$ cat config.mk
export PLATFORM = sky130hd
export DESIGN_NAME = rwca_ctrl
export DESIGN_NICKNAME = d
export VERILOG_FILES = /design/src/sv/rwca_pkg.sv /design/src/sv/rwca_ctrl.sv
export SDC_FILE = /design/constraint.sdc
export NUM_CORES = 1
export LEC_CHECK = 0
export ABC_AREA = 1
export BUFFER_PORTS_ARGS = -buffer_cell sky130_fd_sc_hd__buf_4
export CORE_ASPECT_RATIO = 1.25
export CORE_UTILIZATION = 54
export CTS_CLUSTER_SIZE = 10
export DETAILED_ROUTE_END_ITERATION = 10
export MAX_ROUTING_LAYER = met4
export PLACE_DENSITY_LB_ADDON = 0.2
export SLEW_MARGIN = 25
export SYNTH_ARGS = -nofsm -noshare
export SYNTH_HDL_FRONTEND = slang
export SYNTH_SLANG_ARGS = --single-unit
$ cat constraint.sdc
create_clock -name clk -period 2.9 [get_ports clk]
set_clock_uncertainty 0.05 [all_clocks]
set_input_delay 0.29 -clock clk [delete_from_list [all_inputs] [get_ports clk]]
set_output_delay 0.29 -clock clk [all_outputs]
set_load 0.1 [all_outputs]
$ cat src/sv/rwca_pkg.sv
`timescale 1ns / 1ps
// Shared types, widths, codes and reset values for the ring window averager.
// No dependencies; the design files refer to this package by scoped names and the bench imports it.
package rwca_pkg;

  // Store geometry
  localparam int RING_DEPTH  = 64;
  localparam int SAMPLE_BITS = 15;
  localparam int PTR_W       = $clog2(RING_DEPTH);
  localparam int CNT_W       = $clog2(RING_DEPTH + 1);
  localparam int ENTRY_W     = 2 * SAMPLE_BITS;
  localparam logic [SAMPLE_BITS-1:0] MID_SCALE =
    SAMPLE_BITS'(((1 << SAMPLE_BITS) - 8) / 2);

  // Port field widths
  localparam int RAW_W     = 15;
  localparam int COUNT_W   = 16;
  localparam int MODE_W    = 2;
  localparam int REG_W     = 32;
  localparam int CFG_IDX_W = 3;
  localparam int OUT_W     = 48;

  // Datapath widths
  localparam int FRAC    = 16;
  localparam int VOLT_W  = SAMPLE_BITS + REG_W - FRAC;
  localparam int DIFF_W  = REG_W + 1;
  localparam int PROD_W  = DIFF_W + REG_W;
  localparam int TERM_W  = PROD_W - FRAC;
  localparam int ACC_W   = TERM_W + CNT_W;
  localparam int STEP_W  = $clog2(ACC_W + 1);

  // Cycles from the last ring read to the last accumulate
  localparam logic [CNT_W-1:0] PIPE_LAT = CNT_W'(3);

  // Codes
  localparam logic ACT_SAMPLE  = 1'b0;
  localparam logic ACT_REQUEST = 1'b1;
  localparam logic STATUS_OK   = 1'b0;
  localparam logic STATUS_ERR  = 1'b1;

  typedef enum logic [MODE_W-1:0] {
    MODE_RAW  = 2'd0,
    MODE_VOLT = 2'd1,
    MODE_AMP  = 2'd2,
    MODE_BAD  = 2'd3
  } mode_t;

  localparam logic [CFG_IDX_W-1:0] CFG_VOLT_PER_LSB   = 3'd0;
  localparam logic [CFG_IDX_W-1:0] CFG_ZERO_VOLT_A    = 3'd1;
  localparam logic [CFG_IDX_W-1:0] CFG_ZERO_VOLT_B    = 3'd2;
  localparam logic [CFG_IDX_W-1:0] CFG_AMP_PER_VOLT_A = 3'd3;
  localparam logic [CFG_IDX_W-1:0] CFG_AMP_PER_VOLT_B = 3'd4;

  localparam logic [REG_W-1:0] RST_VOLT_PER_LSB = 32'd432610;
  localparam logic [REG_W-1:0] RST_ZERO_VOLT    = 32'd108134;
  localparam logic [REG_W-1:0] RST_AMP_PER_VOLT = 32'd65536;

  typedef enum logic [2:0] {
    ST_IDLE,
    ST_WALK,
    ST_DRAIN,
    ST_DIV_GO,
    ST_DIVIDE,
    ST_FINISH
  } state_t;

  // Controller to datapath
  typedef struct packed {
    logic wr_sample;
    logic start_req;
    logic rd_issue;
    logic div_start;
    logic load_out;
    logic load_err;
  } rwca_cmd_t;

  // Datapath to controller
  typedef struct packed {
    logic div_done;
  } rwca_sts_t;

  function automatic logic [CNT_W-1:0] clamp_count(input logic [COUNT_W-1:0] c);
    if (c > COUNT_W'(RING_DEPTH)) begin
      return CNT_W'(RING_DEPTH);
    end
    return c[CNT_W-1:0];
  endfunction

endpackage

$ cat src/sv/rwca_ctrl.sv
`timescale 1ns / 1ps
// Controller: sequences sample writes, the ring walk, the divide and the
// result transfer. Uses rwca_pkg state and command types.
module rwca_ctrl (
  input  logic                            clk,
  input  logic                            rst_n,
  input  logic                            in_valid,
  input  logic                            action,
  input  logic [rwca_pkg::COUNT_W-1:0]    window_count,
  input  logic [rwca_pkg::MODE_W-1:0]     result_mode,
  output logic                            in_ready,
  output logic                            out_valid,
  input  logic                            out_ready,
  output rwca_pkg::rwca_cmd_t             cmd,
  input  rwca_pkg::rwca_sts_t             sts
);

  rwca_pkg::state_t           state_r, state_nxt;
  logic [rwca_pkg::CNT_W-1:0] cnt_r, cnt_nxt;
  logic                       err_r, err_nxt;
  logic                       out_valid_r, out_valid_nxt;
  logic                       in_xfer;
  logic                       bad_req;
  logic                       out_free;

  assign in_xfer  = in_valid && (state_r == rwca_pkg::ST_IDLE);
  assign bad_req  = (window_count == '0) || (result_mode == rwca_pkg::MODE_BAD);
  assign out_free = !out_valid_r || out_ready;

  // Next state
  always_comb begin
    state_nxt = state_r;
    cnt_nxt   = cnt_r;
    err_nxt   = err_r;
    case (state_r)
      rwca_pkg::ST_IDLE: begin
        if (in_xfer && (action == rwca_pkg::ACT_REQUEST)) begin
          if (bad_req) begin
            err_nxt   = 1'b1;
            state_nxt = rwca_pkg::ST_FINISH;
          end else begin
            err_nxt   = 1'b0;
            cnt_nxt   = rwca_pkg::clamp_count(window_count);
            state_nxt = rwca_pkg::ST_WALK;
          end
        end
      end
      rwca_pkg::ST_WALK: begin
        cnt_nxt = cnt_r - 1'b1;
        if (cnt_r == rwca_pkg::CNT_W'(1)) begin
          cnt_nxt   = rwca_pkg::PIPE_LAT;
          state_nxt = rwca_pkg::ST_DRAIN;
        end
      end
      rwca_pkg::ST_DRAIN: begin
        cnt_nxt = cnt_r - 1'b1;
        if (cnt_r == rwca_pkg::CNT_W'(1)) begin
          state_nxt = rwca_pkg::ST_DIV_GO;
        end
      end
      rwca_pkg::ST_DIV_GO: begin
        state_nxt = rwca_pkg::ST_DIVIDE;
      end
      rwca_pkg::ST_DIVIDE: begin
        if (sts.div_done) begin
          state_nxt = rwca_pkg::ST_FINISH;
        end
      end
      rwca_pkg::ST_FINISH: begin
        // Hold until the result register is free
        if (out_free) begin
          state_nxt = rwca_pkg::ST_IDLE;
        end
      end
      default: begin
        state_nxt = rwca_pkg::ST_IDLE;
      end
    endcase
  end

  // Outputs
  always_comb begin
    cmd      = '0;
    in_ready = 1'b0;
    case (state_r)
      rwca_pkg::ST_IDLE: begin
        in_ready      = 1'b1;
        cmd.wr_sample = in_xfer && (action == rwca_pkg::ACT_SAMPLE);
        cmd.start_req = in_xfer && (action == rwca_pkg::ACT_REQUEST) && !bad_req;
      end
      rwca_pkg::ST_WALK: begin
        cmd.rd_issue = 1'b1;
      end
      rwca_pkg::ST_DIV_GO: begin
        cmd.div_start = 1'b1;
      end
      rwca_pkg::ST_FINISH: begin
        cmd.load_out = out_free;
        cmd.load_err = err_r;
      end
      default: ;
    endcase
  end

  always_comb begin
    out_valid_nxt = out_valid_r;
    if (cmd.load_out) begin
      out_valid_nxt = 1'b1;
    end else if (out_valid_r && out_ready) begin
      out_valid_nxt = 1'b0;
    end
  end

  always_ff @(posedge clk) begin
    if (!rst_n) begin
      state_r     <= rwca_pkg::ST_IDLE;
      cnt_r       <= '0;
      err_r       <= 1'b0;
      out_valid_r <= 1'b0;
    end else begin
      state_r     <= state_nxt;
      cnt_r       <= cnt_nxt;
      err_r       <= err_nxt;
      out_valid_r <= out_valid_nxt;
    end
  end

  assign out_valid = out_valid_r;

endmodule

==> results.toml, run 1 <==
[timing]
whs_ns = 0.238
relSlewSlack = 0.755
setup_viol = 0
fmax_mhz = 547
finalCritPeriodShare = 0.631
slew_violations = 0
finalHoldViolCount = 0
setup-tns-final_ns = 0
rsz0062_at_grt = "false"
fin_crit_ns = 1.83
worstMarginPinSlew_ns = 0.368

[critical_path]
arrival_ns = 1.49
cp.required_ns = 2.56
crit_chain = "inv_2 > nand2_4 > nor2_8 > nand3_4 > nor2_1 > buf_4"
crit_start = "state_r[0]"
critPathMaxFanout = 5
crit_path_start_kind = "flip-flop"
cp_num_buf_inv = 2
r2r-end = "cnt_r[5]"
crit_family = "buffers and inverters"
r2r_cells = 9
crit_path_end_kind = "output port"
critical_path_class = "reg -> out"
regToRegStartpoint = "state_r[2]"
reg2reg_slack_ns = 1.42
crit_end = "cmd[4]"
cp_slowest_cell = "dfxtp_1"
worst-path-stages = 6
max_stage_delay_ns = 0.37

[power_and_ir_drop]
p_leak_nw = 0.655
ir_worst_vdd_v = 0.000549
pwr_density_cell_mw_per_mm2 = 1060
power.total_mw = 1.34

[cts]
clockBufferDepth = 2
clock_latency_ns = 0.28
cts_hold_buffers = 0
clk_pin_slew_ns = 0.08
cts_max_level = 1
cts_inserted_buffers = 3
cts_tree = "yes"
cts_sinks = 12
post_cts.repair.setup_buffers = 0
root_buffer = "clkbuf_4"
cts_resized = 0

[route]
drtAntennaViolNets = 0
drc = 0
wire_per_inst_microns = 10.1
vias = 1084
routed_wl_mm = 2.16
viasPerCell = 5.09
dr.first_iter.drc_count = 18
dr.pass1.iters = 4

[final_layout]
syn2layout_area_growth_pct = 26.9
antenna_cells = 0
drive_gt1_frac = 0.278
layout.cells.non_filler = 213
nFillCells = 150
finalNetCount = 221

[synthesis]
ys_types = 25
yosysSeqAreaShare = 0.240
syn_nets = 188
synth_cells = 162
synth_seq_cells = 12
netlist_area_sq_um = 1000
synth.avg_cell_area_sq_um = 6.17
ys_warn_count = 0

[global_route]
grt_pass1_vias = 962
grt_overflow = 0
grt_max_degree = 15
grt_usage = 0.265
antenna_found_initial = 0
grt_pass1_wl_mm = 3.68

[die]
rows = 17
start_util = 0.573
io_pins = 32
die_area_sq_mm = 0.00203
die_x_microns = 40.5
coreArea_sq_mm = 0.00174
die_y_microns = 50.1

[hold_path]
hold_class = "in -> reg"

[job]
drv_cap = 0

[placed_design]
port_buffers = 31
gp_congestion = 0.869
dpl.hpwl_mm = 1.75
dpl.cell_count = 209

[status]
run_status = "completed"
## layout by cell type, fill, tap and decap left out, types with 3 or more instances in the layout
master    synthesis  final
clkbuf_4          0      3
inv_2             4      4
xor2_1            4      4
inv_1            13     13
o21ai_1           3      3
nand3_2           3      3
nand2_2           5      5
dfxtp_1          12     12
buf_4             1     31
nand3_1           6      6
a21oi_1           8      8
nand4_1           5      5
nor2_1           36     36
nand2_1          44     44
o21ai_0           3      3
## kinds of logic after synthesis
logic type / count (synthesis) / share of synthesized area
AND/OR/NAND/NOR: 107 / 0.522
adder cells (fa/ha/maj): 2 / 0.0250
AO/OA/AOI/OAI: 15 / 0.0776
XOR/XNOR: 4 / 0.0350
flip-flops: 12 / 0.240
buffers and inverters: 22 / 0.100
## registers in the layout (all words and copies together), names as in the netlist
signal and cells:
err_r 1, state_r 3, cnt_r 7, out_valid 1
## where the power goes
| part | switching, mW | total (mW) | leakage [nW] | internal (mW) |
|---|---|---|---|---|
| Sequential | 0.0534 | 0.278 | 0.0990 | 0.224 |
| Combinational | 0.640 | 0.929 | 0.535 | 0.289 |
| Clock | 0.0598 | 0.136 | 0.0210 | 0.0764 |
| Total | 0.753 | 1.34 | 0.655 | 0.590 |
## per-layer routing
| layer | track usage | routed length (microns) | vias to the layer above |
|---|---|---|---|
| met5 | - | 0 | - |
| met4 | 0.100 | 46 | 0 |
| li1 | - | - | 569 |
| met1 | 0.261 | 857 | 468 |
| met3 | 0.0405 | 118 | 7 |
| met2 | 0.479 | 1140 | 40 |
## cell type report
type                       instances  area [sq um]  area share
tap                               19          23.8      0.0187
clock buffer                       4          36.3      0.0286
multi-input combinational        128           659       0.520
sequential                        12           240       0.189
timing repair buffer              31           233       0.183
inverter                          19          76.3      0.0602
## how the worst min path moves through the flow
stage | start | end | slack (ns) | cells past startpoint
after detailed placement | out_valid | out_valid | 0.45 | 2
after global placement | out_valid | out_valid | 0.44 | 2
after floorplan | out_ready | out_valid | 0.44 | 3
final | out_ready | out_valid | 0.24 | 4
after CTS | out_ready | out_valid | 0.25 | 4
after global routing | rst_n | cnt_r[1] | 0.26 | 3
## synthesized netlist by cell type (all sizes together)
library cell  number  area (sq um)
o21ai              6          30.0
inv               17          63.8
nand2             51           219
xor2               4          35.0
nor3               2          10.0
nand4              5          31.3
nor2              38           166
a21oi              8          40.0
nand3             11          95.1
dfxtp             12           240
clkinv             2          12.5
buf                3          23.8
o21bai             1          7.51
ha                 2          25.0
## metrics by stage
stage | utilization | worst slack, ns | cell area [sq um]
after detailed placement | 0.707 | 1.32 | 1230
final | 0.727 | 1.07 | 1270
after floorplan | - | 0.0519 | 1000
after global routing | 0.727 | 0.946 | 1270
after CTS | 0.727 | 1.06 | 1270
after global placement | 0.707 | 1.38 | 1230
## worst register-to-register path, delay by kind of cell (launching register included)
family | cells | cell delay, ns
AND/OR/NAND/NOR | 7 | 0.65
flip-flops | 1 | 0.53
buffers and inverters | 2 | 0.16
Power figures use the tool's default switching activity.
==> run 2, diff against run 1 <==
--- a/config.mk
+++ b/config.mk
@@ -8,7 +8,7 @@
 export ABC_AREA = 1
 export BUFFER_PORTS_ARGS = -buffer_cell sky130_fd_sc_hd__buf_4
 export CORE_ASPECT_RATIO = 1.25
-export CORE_UTILIZATION = 54
+export CORE_UTILIZATION = 45
 export CTS_CLUSTER_SIZE = 10
 export DETAILED_ROUTE_END_ITERATION = 10
 export MAX_ROUTING_LAYER = met4
==> constraint.sdc (replaced) <==
create_clock -name clk -period 1.55 [get_ports clk]
set_clock_uncertainty 0.05 [all_clocks]
set_input_delay 0.155 -clock clk [delete_from_list [all_inputs] [get_ports clk]]
set_output_delay 0.155 -clock clk [all_outputs]
set_load 0.1 [all_outputs]
==> run 2 against run 1 <==
  * The run now ends with DRC left
  * Register-to-register slack got worse by 1.3 ns
  * Wire length grew 14%
  * Largest cell class unchanged
  * Non-clock buffer count is 11 higher
  * Critical endpoint unchanged
  * First-iteration DRC count up 67%
  * Core utilization fell by 2.0 points
  * Via count grew 4.9%
  * Highest routed layer unchanged
  * Final area rose by 13%
  * Sequential cell count stayed put
  * Global-route usage is 3.6 points lower
  * Sequential share of layout area decreased by 1.3 points
  * Final cell count grew 5.6%
  * Clock power rose by 54%
==> results.toml, run 2 (synthesis results as in run 1) <==
[status]
run_status = "finished with violations"
violations = "DRC"

[critical_path]
max_stage_delay_ns = 0.36
critical_path_class = "reg -> out"
cp_num_buf_inv = 2
cp.required_ns = 1.34
crit_path_end_kind = "output port"
arrival_ns = 1.32
crit_chain = "inv_6 > nand2_4 > nor2_8 > nand3_4 > nor2_4 > buf_12"
cp_slowest_cell = "dfxtp_4"
crit_path_start_kind = "flip-flop"
crit_family = "simple AND/OR/NAND/NOR gates"
critPathMaxFanout = 5

[timing]
finalHoldViolCount = 0
fmax_mhz = 654
setup_viol = 0
finalCritPeriodShare = 0.987
fin_crit_ns = 1.53
relSlewSlack = 0.775
rsz0062_at_grt = "true"
worstMarginPinSlew_ns = 0.337
slew_violations = 0

[global_route]
grt_max_degree = 15
grt_pass1_wl_mm = 3.88
grt_pass1_vias = 957
grt_usage = 0.229
antenna_found_initial = 0
grt_overflow = 0

[hold_path]
hold_class = "in -> reg"

[route]
drtAntennaViolNets = 0
dr.pass1.iters = 9
drc = 3
viasPerCell = 5.05
vias = 1137
routed_wl_mm = 2.47
wire_per_inst_microns = 11.0
dr.first_iter.drc_count = 30

[cts]
clk_pin_slew_ns = 0.08
cts_hold_buffers = 0
clock_latency_ns = 0.28
cts_max_level = 1
cts_sinks = 12
cts_inserted_buffers = 3
clockBufferDepth = 2
root_buffer = "clkbuf_4"
cts_tree = "yes"

[final_layout]
multiInputGateArea_sq_um = 697
largest-register = "cnt_r"
final_cell_mix = "42 x nand2_1, 38 x buf_4, 33 x nor2_1"
largest_reg_flops = 7
post-route-util = 0.707
final_common_cell = "nand2_1"
antenna_cells = 0
top_regs = "cnt_r (7), state_r (3)"
drive_gt1_frac = 0.366
layout.cells.non_filler = 225
ff_latch_area_sq_um = 253
syn2layout_area_growth_pct = 43.4
nFillCells = 177
finalNetCount = 232
final_area_sq_mm = 0.00143

[placed_design]
dpl.cell_count = 213
port_buffers = 31
gp_congestion = 0.836
placed_area_sq_mm = 0.00130
dpl.hpwl_mm = 1.92

[power_and_ir_drop]
p_leak_nw = 0.717
pwr_density_cell_mw_per_mm2 = 1900
power_switching_mw = 1.48
p_seq_frac = 0.199
ir_worst_vdd_v = 0.000984
power.total_mw = 2.72
power.internal_mw = 1.24
p_clk_frac = 0.077
p_comb_frac = 0.724
swShare = 0.545

[die]
die_x_microns = 44.2
coreArea_sq_mm = 0.00203
rows = 18
die_area_sq_mm = 0.00242
io_pins = 32
start_util = 0.493
die_y_microns = 54.7

[job]
drv_cap = 0
[run 2: changes by cell type in the layout (fill, tap and decap cells not counted), sizes merged]
cell,before,now
buf,31,42
[run 2: what timing repair did]
action                                  4_1_cts  5_1_grt
pin swaps                                     2        4
endpoints found under the setup margin        6        7
gates resized for setup                      10        5
gates cloned                                  0        0
setup buffers                                 7        1
[run 2: routing by layer]
metal  up-vias  global-route usage  wire length, microns  part of all wire
met2        40               0.412                  1310              0.53
met5         -                   -                     0                 0
met4         0               0.162                    93             0.038
met1       493               0.232                   952              0.39
li1        594                   -                     -                 -
met3        10              0.0231                   117             0.047
[run 2: stage by stage]
stage	hold slack (ns)	setup WS, ns	setup TNS (ns)
2_1_floorplan	0.293	-0.199	-1.44
3_3_place_gp	0.386	0.0740	0
3_5_place_dp	0.398	0.0413	0
4_1_cts	0.0969	-0.00105	-0.00105
5_1_grt	0.113	-0.0363	-0.0378
6_report	0.120	0.0204	0
[run 2: final cells by class]
type / count / area share
multi-input cells: 128 / 0.486
repair buffers: 42 / 0.242
flip-flops and latches: 12 / 0.176
inverters: 19 / 0.0602
clock buffers: 4 / 0.0183
well taps: 20 / 0.0175
[run 2: worst min-delay path, stage by stage]
cell and delay, ns:
buf_4 0.16, nand2_1 0.07, nor2_1 0.03
[run 2: power groups by stage]
stage	registers [mW]	clock network [mW]	logic, mW
2_1_floorplan	0.540	0	1.49
3_3_place_gp	0.531	0	1.75
3_5_place_dp	0.542	0	1.79
4_1_cts	0.539	0.220	1.94
5_1_grt	0.557	0.225	2.17
6_report	0.541	0.210	1.97
[run 2: final timing paths]
check | startpoint | to | slack (ns) | cells past startpoint
worst min-delay path | rst_n | cnt_r[2] | 0.12 | 3
worst min register to register | out_valid | out_valid | 0.46 | 2
worst max register to register | state_r[0] | cnt_r[5] | 0.13 | 5
worst max-delay path | state_r[1] | cmd[4] | 0.02 | 6
==> run 3, diff against run 2 <==
--- a/config.mk
+++ b/config.mk
@@ -12,7 +12,7 @@
 export CTS_CLUSTER_SIZE = 10
 export DETAILED_ROUTE_END_ITERATION = 10
 export MAX_ROUTING_LAYER = met4
-export PLACE_DENSITY_LB_ADDON = 0.2
+export PLACE_DENSITY = 0.75
 export SLEW_MARGIN = 25
 export SYNTH_ARGS = -nofsm -noshare
 export SYNTH_HDL_FRONTEND = slang
==> run 3 against run 2 <==
  * The flow now finishes without violations
  * Count of clock-buffer cells in the layout is the same
  * Global-route usage shrank 0.76 points
  * Combinational power grew 3%
  * Highest routed layer unchanged
==> results.toml, run 3 (synthesis results as in run 1) <==
[route]
wire_per_inst_microns = 11.6
vias = 1160
dr.first_iter.drc_count = 20
drtAntennaViolNets = 0
drc = 0
viasPerCell = 5.18
dr.pass1.iters = 6
routed_wl_mm = 2.59

[placed_design]
port_buffers = 31
gp_congestion = 0.855
dpl.cell_count = 212
dpl.hpwl_mm = 1.88

[job]
drv_cap = 0

[hold_path]
hp-start = "rst_n"
hold_class = "in -> reg"

[critical_path]
r2r-end = "state_r[0]"
r2r_cells = 9
crit_end = "cmd[4]"
cp.required_ns = 1.34
crit_path_start_kind = "flip-flop"
reg2reg_slack_ns = 0.05
critical_path_class = "reg -> out"
crit_path_end_kind = "output port"
critPathMaxFanout = 4
regToRegStartpoint = "cnt_r[1]"
arrival_ns = 1.34
crit_start = "state_r[0]"

[final_layout]
drive_gt1_frac = 0.368
multiInputGateArea_sq_um = 711
finalNetCount = 231
top_regs = "cnt_r (7), state_r (3)"
largest_reg_flops = 7
largest-register = "cnt_r"
ff_latch_area_sq_um = 253
post-route-util = 0.720
syn2layout_area_growth_pct = 45.9
layout.cells.non_filler = 224
final_common_cell = "nand2_1"
nFillCells = 179
final_cell_mix = "43 x nand2_1, 36 x buf_4, 32 x nor2_1"
antenna_cells = 0

[cts]
cts_max_level = 1
clk_pin_slew_ns = 0.09
clockBufferDepth = 2
cts_inserted_buffers = 3
cts_sinks = 12
root_buffer = "clkbuf_4"
cts_tree = "yes"
clock_latency_ns = 0.28
cts_hold_buffers = 0

[timing]
setup-tns-final_ns = 0
finalHoldViolCount = 0
slew_violations = 0
fmax_mhz = 648
rsz0062_at_grt = "true"
setup_viol = 0
worstMarginPinSlew_ns = 0.344
finalCritPeriodShare = 0.996
relSlewSlack = 0.771
fin_crit_ns = 1.54

[global_route]
grt_max_degree = 15
grt_pass1_wl_mm = 3.91
grt_overflow = 0
grt_pass1_vias = 1016
grt_usage = 0.222
antenna_found_initial = 0

[die]
rows = 18
die_area_sq_mm = 0.00242
die_y_microns = 54.7
coreArea_sq_mm = 0.00203
die_x_microns = 44.2
start_util = 0.493
io_pins = 32

[power_and_ir_drop]
pwr_density_cell_mw_per_mm2 = 1940
ir_worst_vdd_v = 0.000840
p_leak_nw = 0.726

[status]
run_status = "completed"
## run 3: stage by stage
step           power [mW]  cell area, sq um  worst slack [ns]  hold WS, ns
6_report             2.83              1460           0.00591        0.108
5_1_grt              3.05              1460           -0.0445        0.116
4_1_cts              2.66              1380           0.00233        0.118
3_5_place_dp         2.32              1290            0.0621        0.410
3_3_place_gp         2.29              1290            0.0955        0.387
2_1_floorplan        2.03              1040            -0.199        0.293
## run 3: area by class of cell
cell class,count,area share
Multi-Input combinational cell,128,0.487
Timing Repair Buffer,41,0.238
Sequential cell,12,0.173
Inverter,19,0.0592
Clock buffer,4,0.0249
Tap cell,20,0.0172
## run 3: how the worst min path moves through the flow
| stage | end | cells after the start | slack, ns |
|---|---|---|---|
| after floorplan | out_valid | 3 | 0.29 |
| after global placement | out_valid | 4 | 0.39 |
| after detailed placement | cnt_r[2] | 3 | 0.41 |
| after CTS | cnt_r[6] | 3 | 0.12 |
| after global routing | cnt_r[1] | 3 | 0.12 |
| final | cnt_r[6] | 3 | 0.11 |
## run 3: timing repair
action,in CTS,in global routing
resized for setup,9,10
buffers inserted,3,5
endpoints found under the setup margin,4,10
pin swaps,0,3
## run 3: power breakdown
part	internal (mW)	switching, mW	total, mW
logic	0.708	1.31	2.02
registers	0.436	0.110	0.546
clock network	0.143	0.121	0.264
## run 3: critical path: stages (launching register included)
cell and delay [ns]:
dfxtp_4 0.38, inv_6 0.07, nand2_8 0.06, nor2_8 0.15, nand3_4 0.11, nor2_4 0.11
buf_12 0.18
## run 3: metal layers
layer,vias to the layer above,wire [microns],GRT usage
met1,511,952,0.223
met3,11,106,0.0297
met5,-,0,-
met4,0,92,0.0909
met2,44,1440,0.426
li1,594,-,-
